[src/rtl/vmd_pkg.sv]
// Shared definitions for the vehicle magnetic detector core.
// Holds register index codes, register widths, reset values and the result type.
// No dependencies.
package vmd_pkg;

    // Configuration register indexes.
    localparam logic [1:0] CFG_DEV_THRESHOLD = 2'd0;
    localparam logic [1:0] CFG_QUIET_TIMEOUT = 2'd1;
    localparam logic [1:0] CFG_BASELINE_GAIN = 2'd2;

    localparam int CFG_ADDR_W = 2;
    localparam int CFG_DATA_W = 16;

    localparam int THR_W  = 15;
    localparam int TOUT_W = 8;
    localparam int GAIN_W = 16;

    // The gain is Q0.16 regardless of the baseline fraction width.
    localparam int GAIN_FRAC = 16;

    localparam logic [THR_W-1:0]  THR_RESET  = 15'd8;
    localparam logic [TOUT_W-1:0] TOUT_RESET = 8'd20;
    localparam logic [GAIN_W-1:0] GAIN_RESET = 16'd328;

    // Calibration counter width; covers sample counts up to 63.
    localparam int CNT_W = 6;

    typedef struct packed {
        logic calibrating;
        logic exceeds;
        logic event_active;
        logic car_reported;
        logic direction_in;
    } vmd_result_t;

endpackage

[src/rtl/vehicle_magnetic_detector_core.sv]
// Vehicle magnetic detector core: calibration, baseline tracking and direction decision.
// Depends on vmd_pkg for register codes, widths and the result type.
//
// Usage
// Sample requests arrive on the s_ channel (valid/ready) as a pair of signed
// magnetometer readings: a detection axis and a direction axis. Every request
// produces exactly one result request on the m_ channel, in order.
// The first CAL_COUNT requests calibrate: they are summed and both baselines are
// loaded with the truncated mean; their results carry only the calibrating flag.
// Afterwards a detection deviation beyond the threshold opens an event, three
// direction readings are collected, and the next exceeding sample reports the
// car direction from their median. Quiet samples outside an event track the
// baselines with an exponential average.
// Path: an accepted request waits in the input register and is processed from
// there into the result register, which drives m_valid.
// Throughput: one request per cycle unless m_ready holds the result register;
// all per-sample work (one 33x17 multiply and one reciprocal multiply per axis
// for the calibration mean, a 3-entry median) is combinational between the two registers.
// Stalls: the result register holds while m_ready is low; the input register
// still takes one more request, after which s_ready drops until the result
// drains. Configuration writes land on cfg_we and are taken at once.
// Reset (aresetn low, synchronous) restores register defaults and restarts
// calibration; no clearing pass is needed.
module vehicle_magnetic_detector_core
    import vmd_pkg::*;
#(
    parameter int CAL_COUNT   = 40,
    parameter int SAMPLE_BITS = 16,
    parameter int FRAC_BITS   = 16
) (
    input  logic                   aclk,
    input  logic                   aresetn,

    input  logic                   cfg_we,
    input  logic [CFG_ADDR_W-1:0]  cfg_addr,
    input  logic [CFG_DATA_W-1:0]  cfg_wdata,

    input  logic                   s_valid,
    output logic                   s_ready,
    input  logic [SAMPLE_BITS-1:0] s_mag_sample,
    input  logic [SAMPLE_BITS-1:0] s_dir_sample,

    output logic                   m_valid,
    input  logic                   m_ready,
    output logic                   m_calibrating,
    output logic                   m_exceeds,
    output logic                   m_event_active,
    output logic                   m_car_reported,
    output logic                   m_direction_in
);

    // Baseline width: integer sample bits plus fraction bits.
    localparam int BW     = SAMPLE_BITS + FRAC_BITS;
    localparam int SUM_W  = SAMPLE_BITS + CNT_W;
    // Magnitude bits of a calibration sum.
    localparam int MAG_W  = SAMPLE_BITS + CNT_W - 1;
    // Exact reciprocal for floor division by CAL_COUNT over MAG_W-bit values.
    localparam int DIV_L  = $clog2(CAL_COUNT);
    localparam int DIV_SH = MAG_W + DIV_L;
    localparam longint unsigned DIV_M =
        ((64'd1 << DIV_SH) + 64'(CAL_COUNT) - 64'd1) / 64'(CAL_COUNT);
    localparam int RCP_W  = MAG_W + 2;
    localparam int PRD_W  = MAG_W + RCP_W;
    // Deviation compare width, wide enough for both sides.
    localparam int CMP_W  = BW + 16;
    localparam int EPRD_W = BW + 1 + GAIN_W + 1;

    localparam logic [CNT_W-1:0] CAL_LAST = CNT_W'(CAL_COUNT - 1);
    localparam logic [CNT_W-1:0] CAL_END  = CNT_W'(CAL_COUNT);

    // Configuration registers.
    logic [THR_W-1:0]  thr_reg;
    logic [TOUT_W-1:0] tout_reg;
    logic [GAIN_W-1:0] gain_reg;

    // Input stage.
    logic                          in_valid_reg;
    logic signed [SAMPLE_BITS-1:0] in_mag_reg;
    logic signed [SAMPLE_BITS-1:0] in_dir_reg;

    // Detector state.
    logic [CNT_W-1:0]              cal_cnt_reg,    cal_cnt_next;
    logic signed [SUM_W-1:0]       mag_sum_reg,    mag_sum_next;
    logic signed [SUM_W-1:0]       dir_sum_reg,    dir_sum_next;
    logic signed [BW-1:0]          mag_base_reg,   mag_base_next;
    logic signed [BW-1:0]          dir_base_reg,   dir_base_next;
    logic                          event_reg,      event_next;
    logic                          reported_reg,   reported_next;
    logic [TOUT_W-1:0]             quiet_reg,      quiet_next;
    logic signed [SAMPLE_BITS-1:0] win_reg [3];
    logic [1:0]                    fill_reg,       fill_next;
    logic signed [SAMPLE_BITS-1:0] prev_dir_reg;

    // Result stage.
    logic        out_valid_reg;
    vmd_result_t res_reg, res_next;

    logic fire;
    logic win_we;
    logic signed [SAMPLE_BITS-1:0] win_wdata;

    logic signed [SAMPLE_BITS-1:0] mag_mean, dir_mean;
    logic signed [BW-1:0]          mag_ema, dir_ema;
    logic signed [BW:0]            dev;
    logic [BW:0]                   dev_abs;
    logic                          exceeds;
    logic signed [SAMPLE_BITS-1:0] med_lo, med_hi, median;
    logic                          dir_in;

    // Mean of a calibration sum, truncated toward zero. The reciprocal is exact
    // for every magnitude a sum can reach, so no correction step follows.
    function automatic logic signed [SAMPLE_BITS-1:0] cal_mean(
        input logic signed [SUM_W-1:0] sum
    );
        logic [SUM_W-1:0] mag_full;
        logic [MAG_W-1:0] mag;
        logic [PRD_W-1:0] prod;
        logic [MAG_W-1:0] quot;
        logic [SAMPLE_BITS-1:0] q_trim;
        mag_full = sum[SUM_W-1] ? (~sum + 1'b1) : sum;
        mag      = mag_full[MAG_W-1:0];
        prod     = PRD_W'(mag) * PRD_W'(RCP_W'(DIV_M));
        quot     = MAG_W'(prod >> DIV_SH);
        q_trim   = quot[SAMPLE_BITS-1:0];
        return sum[SUM_W-1] ? $signed(~q_trim + 1'b1) : $signed(q_trim);
    endfunction

    // base + floor((sample * 2^FRAC_BITS - base) * gain / 2^16)
    function automatic logic signed [BW-1:0] ema(
        input logic signed [BW-1:0]          base,
        input logic signed [SAMPLE_BITS-1:0] sample,
        input logic [GAIN_W-1:0]             gain
    );
        logic signed [BW:0]     target;
        logic signed [BW:0]     diff;
        logic signed [EPRD_W-1:0] prod;
        logic signed [EPRD_W-1:0] step;
        target = {sample[SAMPLE_BITS-1], sample, {FRAC_BITS{1'b0}}};
        diff   = target - {base[BW-1], base};
        prod   = EPRD_W'(diff) * $signed({1'b0, gain});
        step   = prod >>> GAIN_FRAC;
        return base + step[BW-1:0];
    endfunction

    // Handshake: the compute step fires when an input is held and the result
    // register is empty or draining this cycle.
    assign fire    = in_valid_reg && (!out_valid_reg || m_ready);
    assign s_ready = !in_valid_reg || fire;

    always_ff @(posedge aclk) begin
        if (!aresetn) begin
            thr_reg  <= THR_RESET;
            tout_reg <= TOUT_RESET;
            gain_reg <= GAIN_RESET;
        end else if (cfg_we) begin
            unique case (cfg_addr)
                CFG_DEV_THRESHOLD: thr_reg  <= cfg_wdata[THR_W-1:0];
                CFG_QUIET_TIMEOUT: tout_reg <= cfg_wdata[TOUT_W-1:0];
                CFG_BASELINE_GAIN: gain_reg <= cfg_wdata[GAIN_W-1:0];
                default: ;
            endcase
        end
    end

    always_ff @(posedge aclk) begin
        if (!aresetn) begin
            in_valid_reg <= 1'b0;
        end else if (s_ready) begin
            in_valid_reg <= s_valid;
        end
    end

    always_ff @(posedge aclk) begin
        if (s_valid && s_ready) begin
            in_mag_reg <= $signed(s_mag_sample);
            in_dir_reg <= $signed(s_dir_sample);
        end
    end

    // Calibration means and baseline tracking, both computed from the held input.
    always_comb begin
        mag_sum_next = mag_sum_reg + SUM_W'(in_mag_reg);
        dir_sum_next = dir_sum_reg + SUM_W'(in_dir_reg);
        mag_mean     = cal_mean(mag_sum_next);
        dir_mean     = cal_mean(dir_sum_next);
        mag_ema      = ema(mag_base_reg, in_mag_reg, gain_reg);
        dir_ema      = ema(dir_base_reg, in_dir_reg, gain_reg);
    end

    // Deviation of the detection axis against the threshold, both in baseline units.
    always_comb begin
        dev     = {in_mag_reg[SAMPLE_BITS-1], in_mag_reg, {FRAC_BITS{1'b0}}}
                - {mag_base_reg[BW-1], mag_base_reg};
        dev_abs = dev[BW] ? $unsigned(-dev) : $unsigned(dev);
        exceeds = CMP_W'(dev_abs) > (CMP_W'(thr_reg) << FRAC_BITS);
    end

    // Median of the three collected direction readings.
    always_comb begin
        med_lo = (win_reg[0] < win_reg[1]) ? win_reg[0] : win_reg[1];
        med_hi = (win_reg[0] > win_reg[1]) ? win_reg[0] : win_reg[1];
        median = (med_hi < win_reg[2]) ? med_hi : win_reg[2];
        median = (med_lo > median) ? med_lo : median;
        dir_in = $signed({median, {FRAC_BITS{1'b0}}}) > dir_base_reg;
    end

    // One sample's state update and result.
    always_comb begin
        cal_cnt_next  = cal_cnt_reg;
        mag_base_next = mag_base_reg;
        dir_base_next = dir_base_reg;
        event_next    = event_reg;
        reported_next = reported_reg;
        quiet_next    = quiet_reg;
        fill_next     = fill_reg;
        win_we        = 1'b0;
        win_wdata     = in_dir_reg;
        res_next      = '0;

        if (cal_cnt_reg < CAL_END) begin
            // Calibration: count, accumulate, and load the baselines on the last one.
            cal_cnt_next         = cal_cnt_reg + 1'b1;
            res_next.calibrating = 1'b1;
            if (cal_cnt_reg == CAL_LAST) begin
                mag_base_next = {mag_mean, {FRAC_BITS{1'b0}}};
                dir_base_next = {dir_mean, {FRAC_BITS{1'b0}}};
            end
        end else begin
            res_next.exceeds = exceeds;
            if (exceeds) begin
                if (!reported_reg && fill_reg == 2'd3) begin
                    res_next.car_reported = 1'b1;
                    res_next.direction_in = dir_in;
                    reported_next         = 1'b1;
                    fill_next             = 2'd0;
                end else if (!reported_reg) begin
                    // The first entry of a window is the sample before the event.
                    win_we    = 1'b1;
                    win_wdata = (fill_reg == 2'd0) ? prev_dir_reg : in_dir_reg;
                    fill_next = fill_reg + 1'b1;
                end
                event_next = 1'b1;
                quiet_next = '0;
            end else if (event_reg) begin
                if (quiet_reg != {TOUT_W{1'b1}}) begin
                    quiet_next = quiet_reg + 1'b1;
                end
            end else begin
                mag_base_next = mag_ema;
                dir_base_next = dir_ema;
            end

            if (quiet_next >= tout_reg) begin
                event_next    = 1'b0;
                reported_next = 1'b0;
                quiet_next    = '0;
            end
            res_next.event_active = event_next;
        end
    end

    always_ff @(posedge aclk) begin
        if (!aresetn) begin
            cal_cnt_reg  <= '0;
            mag_sum_reg  <= '0;
            dir_sum_reg  <= '0;
            mag_base_reg <= '0;
            dir_base_reg <= '0;
            event_reg    <= 1'b0;
            reported_reg <= 1'b0;
            quiet_reg    <= '0;
            fill_reg     <= '0;
            prev_dir_reg <= '0;
        end else if (fire) begin
            cal_cnt_reg  <= cal_cnt_next;
            mag_base_reg <= mag_base_next;
            dir_base_reg <= dir_base_next;
            event_reg    <= event_next;
            reported_reg <= reported_next;
            quiet_reg    <= quiet_next;
            fill_reg     <= fill_next;
            prev_dir_reg <= in_dir_reg;
            if (cal_cnt_reg < CAL_END) begin
                mag_sum_reg <= mag_sum_next;
                dir_sum_reg <= dir_sum_next;
            end
        end
    end

    // Window entries are only read once all three have been written.
    always_ff @(posedge aclk) begin
        if (fire && win_we) begin
            win_reg[fill_reg] <= win_wdata;
        end
    end

    always_ff @(posedge aclk) begin
        if (!aresetn) begin
            out_valid_reg <= 1'b0;
        end else if (fire) begin
            out_valid_reg <= 1'b1;
        end else if (m_ready) begin
            out_valid_reg <= 1'b0;
        end
    end

    always_ff @(posedge aclk) begin
        if (fire) begin
            res_reg <= res_next;
        end
    end

    assign m_valid        = out_valid_reg;
    assign m_calibrating  = res_reg.calibrating;
    assign m_exceeds      = res_reg.exceeds;
    assign m_event_active = res_reg.event_active;
    assign m_car_reported = res_reg.car_reported;
    assign m_direction_in = res_reg.direction_in;

    // A direction is only ever stated together with a report.
    a_dir_needs_report: assert property (@(posedge aclk) disable iff (!aresetn)
        m_valid && m_direction_in |-> m_car_reported)
        else $error("direction_in set without car_reported");

    // Calibration results carry no detection information.
    a_cal_clean: assert property (@(posedge aclk) disable iff (!aresetn)
        m_valid && m_calibrating |-> !m_exceeds && !m_event_active && !m_car_reported)
        else $error("calibration result carries detection flags");

    // A report can only be pending inside an event.
    a_report_in_event: assert property (@(posedge aclk) disable iff (!aresetn)
        reported_reg |-> event_reg)
        else $error("reported flag set outside an event");

    // Every compute step leaves a result in the output register.
    a_fire_gives_result: assert property (@(posedge aclk) disable iff (!aresetn)
        fire |=> m_valid)
        else $error("processed sample produced no result");

    // The calibration counter saturates at the calibration length.
    a_cal_cnt_bound: assert property (@(posedge aclk) disable iff (!aresetn)
        cal_cnt_reg <= CAL_END)
        else $error("calibration counter out of range");

endmodule

[config.mk]
export PLATFORM = sky130hd
export DESIGN_NAME = vehicle_magnetic_detector_core
export DESIGN_NICKNAME = d
export VERILOG_FILES = /design/src/rtl/vmd_pkg.sv /design/src/rtl/vehicle_magnetic_detector_core.sv
export SDC_FILE = /design/constraint.sdc
export NUM_CORES = 2
export LEC_CHECK = 0
export ABC_AREA = 1
export BUFFER_PORTS_ARGS = -buffer_cell sky130_fd_sc_hd__buf_2
export CORE_ASPECT_RATIO = 0.8
export CORE_UTILIZATION = 50
export CTS_CLUSTER_SIZE = 25
export DETAILED_ROUTE_END_ITERATION = 7
export GPL_ROUTABILITY_DRIVEN = 0
export HOLD_SLACK_MARGIN = 0.12
export PLACE_DENSITY = 0.67
export SLEW_MARGIN = 0
export SYNTH_ARGS = -nofsm -noshare
export SYNTH_HDL_FRONTEND = slang
export SYNTH_SLANG_ARGS = --single-unit
[constraint.sdc]
create_clock -name aclk -period 8.6 [get_ports aclk]
set_input_delay 0 -clock aclk [delete_from_list [all_inputs] [get_ports aclk]]
set_output_delay 0 -clock aclk [all_outputs]
set_load 0.01 [all_outputs]
Word level (Yosys, flattened, before mapping)
Memories as Yosys holds them, arrays and structs flattened.
Index checks and enable logic that the tools add are counted.

cells by class
  $add $sub $neg = 14
  $mul = 4
  divide/modulo/power cells = 0
  magnitude comparators = 8
  equality and inequality tests = 9
  shift operators = 0
  mux-type cells = 44
  bitwise gates (word level) = 7
  reduce and logical (&&, ||, !) cells = 24

operators by type and width
  kind                                                 count
  two-way mux 32 bit                                   8
  two-way mux 16 bit                                   11
  multiplier 33 x 17 -> 48 bit                         2
  multiplier 21 x 20 -> 41 bit, second input constant  2
  subtractor 32 x 32 -> 33 bit                         2
  adder 32 bit                                         2
  adder 22 x 16 -> 22 bit                              2
  adder 21 x 1 -> 21 bit, second input constant        2
  two-way mux 21 bit                                   2
  inverter 21 bit                                      2
  two-way mux 8 bit                                    5
  > comparator 33 x 31 -> 1 bit                        1
  two-way mux 33 bit                                   1
  negator 33 bit                                       1
  adder 16 x 1 -> 16 bit, second input constant        2
  > comparator 16 bit                                  2
  > comparator 32 bit                                  1
  less-than comparator 16 bit                          2
  inverter 16 bit                                      2
  two-way mux 1 bit                                    14
  AND reduction 4 bit                                  3
  AND reduction 2 bit                                  5
  adder 8 x 1 -> 8 bit, second input constant          1
  >= comparator 8 bit                                  1
  18 further kinds                                     34

storage, ports and cells
  register bits after elaboration = 220
  latch bits = 0
  RAM bits = 48
  bits in read-only memories = 0
  input bits = 55
  output and inout bits = 7
  logic and storage cells = 133
  memories kept = 1

memory list
  name     depth  bits a word  rd ports  clocked after memory_dff  wr ports  line                                  source
  win_reg  3      16           3         0                         1         vehicle_magnetic_detector_core.sv:90  logic signed [SAMPLE_BITS-1:0] win_reg [3];

Logic depth before layout (Yosys ltp)
  depth in word-level cells = 10
  gate-level depth with buffers = 62

Worst setup path after synthesis
No wires, ideal clock.

  path kind = reg-to-reg
  start = register dir_base_reg[0]
  end = register dir_base_reg[31]
  data arrival time = 9.425 ns
  required time = 8.530 ns
  setup slack = -0.896 ns
  cell stages (with the launch flop) = 62
  path buffers = 2
  clock period less this slack = 9.496 ns
  cell sequence = dfxtp_1 clkbuf_1 inv_1 ha_1 nand4_1 nor2_1 nand2_1 nor2_1 inv_1 o21ai_0 nand2_1 inv_1 clkbuf_1 nand2_1 fa_1 inv_1 fa_1 inv_1 [... 26 more ...] nand2_1 nand2_1 xnor2_1 inv_1 ha_1 nand2_1 nor2_1 nand2_1 inv_1 a221oi_1 o21ai_0 a211oi_1 nand3_1 nand2_1 nor2_1 nor2_1 nand2_1 a21oi_1

between the ends
  word-level cells in the longest chain between the ends = 6

RTL lines
  element                       line                                   source
  start, declared               vehicle_magnetic_detector_core.sv:86   logic signed [BW-1:0] dir_base_reg, dir_base_next;
  start signal, assigned        vehicle_magnetic_detector_core.sv:277  dir_base_reg <= dir_base_next;
  subtractor 32 x 32 -> 33 bit  vehicle_magnetic_detector_core.sv:139  diff = target - {base[BW-1], base};
  multiplier 33 x 17 -> 48 bit  vehicle_magnetic_detector_core.sv:140  prod = EPRD_W'(diff) * $signed({1'b0, gain});
  adder 32 bit *                vehicle_magnetic_detector_core.sv:142  return base + step[BW-1:0];
  two-way mux 32 bit *          vehicle_magnetic_detector_core.sv:244  end else if (event_reg) begin
  two-way mux 32 bit *          vehicle_magnetic_detector_core.sv:230  if (exceeds) begin
  two-way mux 32 bit *          vehicle_magnetic_detector_core.sv:220  if (cal_cnt_reg < CAL_END) begin

Mark *: on every way between the ends. The rest lies on a longest branch, timed or not. The select of a mux whose other input is x is not followed.
A chain may end at the register's enable or synchronous reset.

Final worst setup path
Same ends and word-level chain as after synthesis.

==> out/results.tsv <==
stage	metric	value	unit
global_route	Most Crowded Layer GR	met2	
global_route	initial antenna violation count	2	
final_layout	layout cells sized above 1	26.79	%
timing	Clock Skew	0.05339	ns
logic_synthesis	synthesis-stage register bit count	268	
final_layout	diodes inserted	0	
setup_path	Critical Path RT	9.17	ns
clocking	clock latency at the later pin of the worst-skew pair	0.67	ns
timing	RSZ-0062 raised after global routing	true	
route	WL final	260200	um
setup_path	Crit-path slowest cell	fa_1	
floorplanning	Rows	125	
place	final HPWL from detailed placement	207700	um
clocking	CTS tree	done	
logic_synthesis	post-synth top area share	34.57	%
route	vias per cell	5.449	
timing	Final Critical Period	9.597	ns
logic_synthesis	post-synthesis sequential area ratio	8.412	%
timing	post-route clock period utilization	111.6	%
setup_path	crit path launch type	flop	
global_route	met3 Use GR	7.459	%
timing	Hold WS	0.1520	ns
timing	Worst-Margin Slew	1.138	ns
final_layout	most frequent cells in the layout	inv_1, buf_4, nand2_1	
run_status	failing checks	negative setup slack	
setup_path	R2R Setup Slk	-1.0	ns
global_route	Tot GR Track Use	33.91	%
place	IO buf count	61	
logic_synthesis	top post-synthesis cells by area	fa_1, ha_1, inv_1, nand2_1, dfxtp_1	
timing	Slew Limit Headroom	24.13	%
setup_path	CP Capture Type	flop	
setup_path	slowest cell delay on critical path	0.59	ns
clocking	CTS sink count	268	
floorplanning	Die ar.	149300	um^2
global_route	largest net degree at the start of global routing	101	
route	first drt pass iteration count	8	
route	DRC	0	
final_layout	most common cell after layout, fill and taps aside	inv_1	
logic_synthesis	Synth Flop Type	dfxtp_1	
route	drt first-iter violations	7709	
clocking	CTS Buf Count	36	
flow_run	max cap viols	0	
logic_synthesis	Synth area leader	fa_1	
timing	Slew Limit Fails	0	
logic_synthesis	post-synthesis net count	11700	
final_layout	Area Growth Syn to Fin	32.04	%
clocking	clock slew at reported path FFs	0.06	ns
global_route	first-pass GRT wire length	398400	um
floorplanning	IO Pins	62	
global_route	number of global-route vias before repair	73960	
logic_synthesis	syn_area_per_cell	7.770	um^2
min_path	Hold Crit Class	in -> reg	
floorplanning	Initial Util	50.64	%
final_layout	Largest register FFs	48	
route	DRT antenna net count	0	
logic_synthesis	Post-Syn Instances	9509	
logic_synthesis	async set or reset register ratio after synthesis	0	%
global_route	Global Route met1 Usage	46.58	%
final_layout	Nets	13480	
route	Routed wire per std cell	19.60	um
place	post-place setup slack	-1.158	ns
setup_path	critical path class	reg -> reg	
timing	PnR worst setup slack	-0.9968	ns
timing	Fmax	104.2	MHz
timing	final setup violating endpoints	35	
run_status	run status	finished with violations	
logic_synthesis	mapped cell area	73890	um^2
global_route	GRT Residual Overflow	0	
clocking	H-tree depth	2	
logic_synthesis	Netlist cell types	68	
logic_synthesis	Synthesis Warnings	0	
setup_path	crit path max fanout	8	
setup_path	Worst EP arrival	10.16	ns
logic_synthesis	number of synthesized flops with an enable pin	85	
floorplanning	core area	145900	um^2
clocking	Root Buffer	clkbuf_16	
floorplanning	die width	431.8	um
clocking	clock buffer depth	3	
final_layout	filler cell count	11220	
route	DR vias	72350	
timing	Hold Violations, Final	0	
floorplanning	chip height	345.8	um
global_route	met2 usage	51.71	%
[synth_stat cells, types with 14 or more instances]
master,n
nor3_1,78
inv_2,14
nor4_1,22
xnor2_1,80
nor2_1,766
o211ai_1,47
o21bai_1,16
edfxtp_1,85
ha_1,863
o21ai_1,27
clkbuf_1,227
o21a_1,40
a31oi_1,43
a211oi_1,14
inv_1,2337
or2_2,36
nand3b_1,33
nand2_1,1708
o21ai_0,390
nand3_1,251
dfxtp_1,183
xor2_1,171
a21oi_1,540
nand4_1,69
fa_1,1276
a21o_1,21
[per-layer routing]
metal  vias to the layer above  share of wire [%]
li1                      32580                  -
met1                     35030                 40
met2                      3927                 43
met3                       809                 11
met4                         2                5.1
met5                         -             0.0035
[stage by stage]
step                      util, %  cell area (um^2)  setup TNS [ns]  std cells
final                       66.86             97560          -19.58      13280
after global routing        66.86             97560          -35.39      13280
after CTS                   64.61             94290          -9.756      13190
after detailed placement    60.51             88300          -28.30      12900
after global placement      60.51             88300          -23.49      12900
after floorplan                 -             74160         -0.1826       9509
[worst max-delay path, delay by kind of cell, from the launching register on]
| kind | cells | cell delay (ns) |
|---|---|---|
| AOI/OAI and AO/OA | 13 | 2.30 |
| and+or+nand+nor | 17 | 1.94 |
| buffers and inverters | 10 | 0.90 |
| xor gates and xnor gates | 1 | 0.27 |
| DFF | 1 | 0.37 |
| adders and majority gates | 8 | 3.74 |
[final cells by class]
type | instances | area (um^2) | area share [%]
clock buffer | 47 | 1045 | 1.071
clock inverter | 19 | 315.3 | 0.3232
inverter | 2366 | 8944 | 9.167
multi-input combinational | 6612 | 62850 | 64.42
sequential | 268 | 6246 | 6.402
tap | 1968 | 2462 | 2.524
timing repair buffer | 1997 | 15700 | 16.09
[logic make-up after synthesis]
logic type                 after synthesis  synth area share [%]
AOI/OAI and AO/OA                     1208                 9.100
DFF                                    268                 8.412
buffers and inverters                 2629                 13.49
and+or+nand+nor                       3010                 16.74
xor gates and xnor gates               255                 3.078
adders and majority gates             2139                 49.18
[path summary, 6_finish.rpt]
path | from | end | cells past startpoint
max reg2reg | dir_base_reg[0] | dir_base_reg[31] | 49
min | s_dir_sample[0] | in_dir_reg[0] | 2
min reg2reg | prev_dir_reg[11] | prev_dir_reg[11] | 2
max | dir_base_reg[0] | dir_base_reg[31] | 49
[what timing repair did]
item | in CTS | in global routing
pin swaps | 266 | 406
cloned | 0 | 0
setup endpoints to repair | 47 | 60
hold buffers | 89 | 0
resized for setup | 658 | 652
setup buffers | 136 | 97
endpoints found under the hold margin | 152 | 0
Power is left out: the tool's default activity adds up to more than one toggle a clock period on the data nets, which glitch-free logic cannot reach.
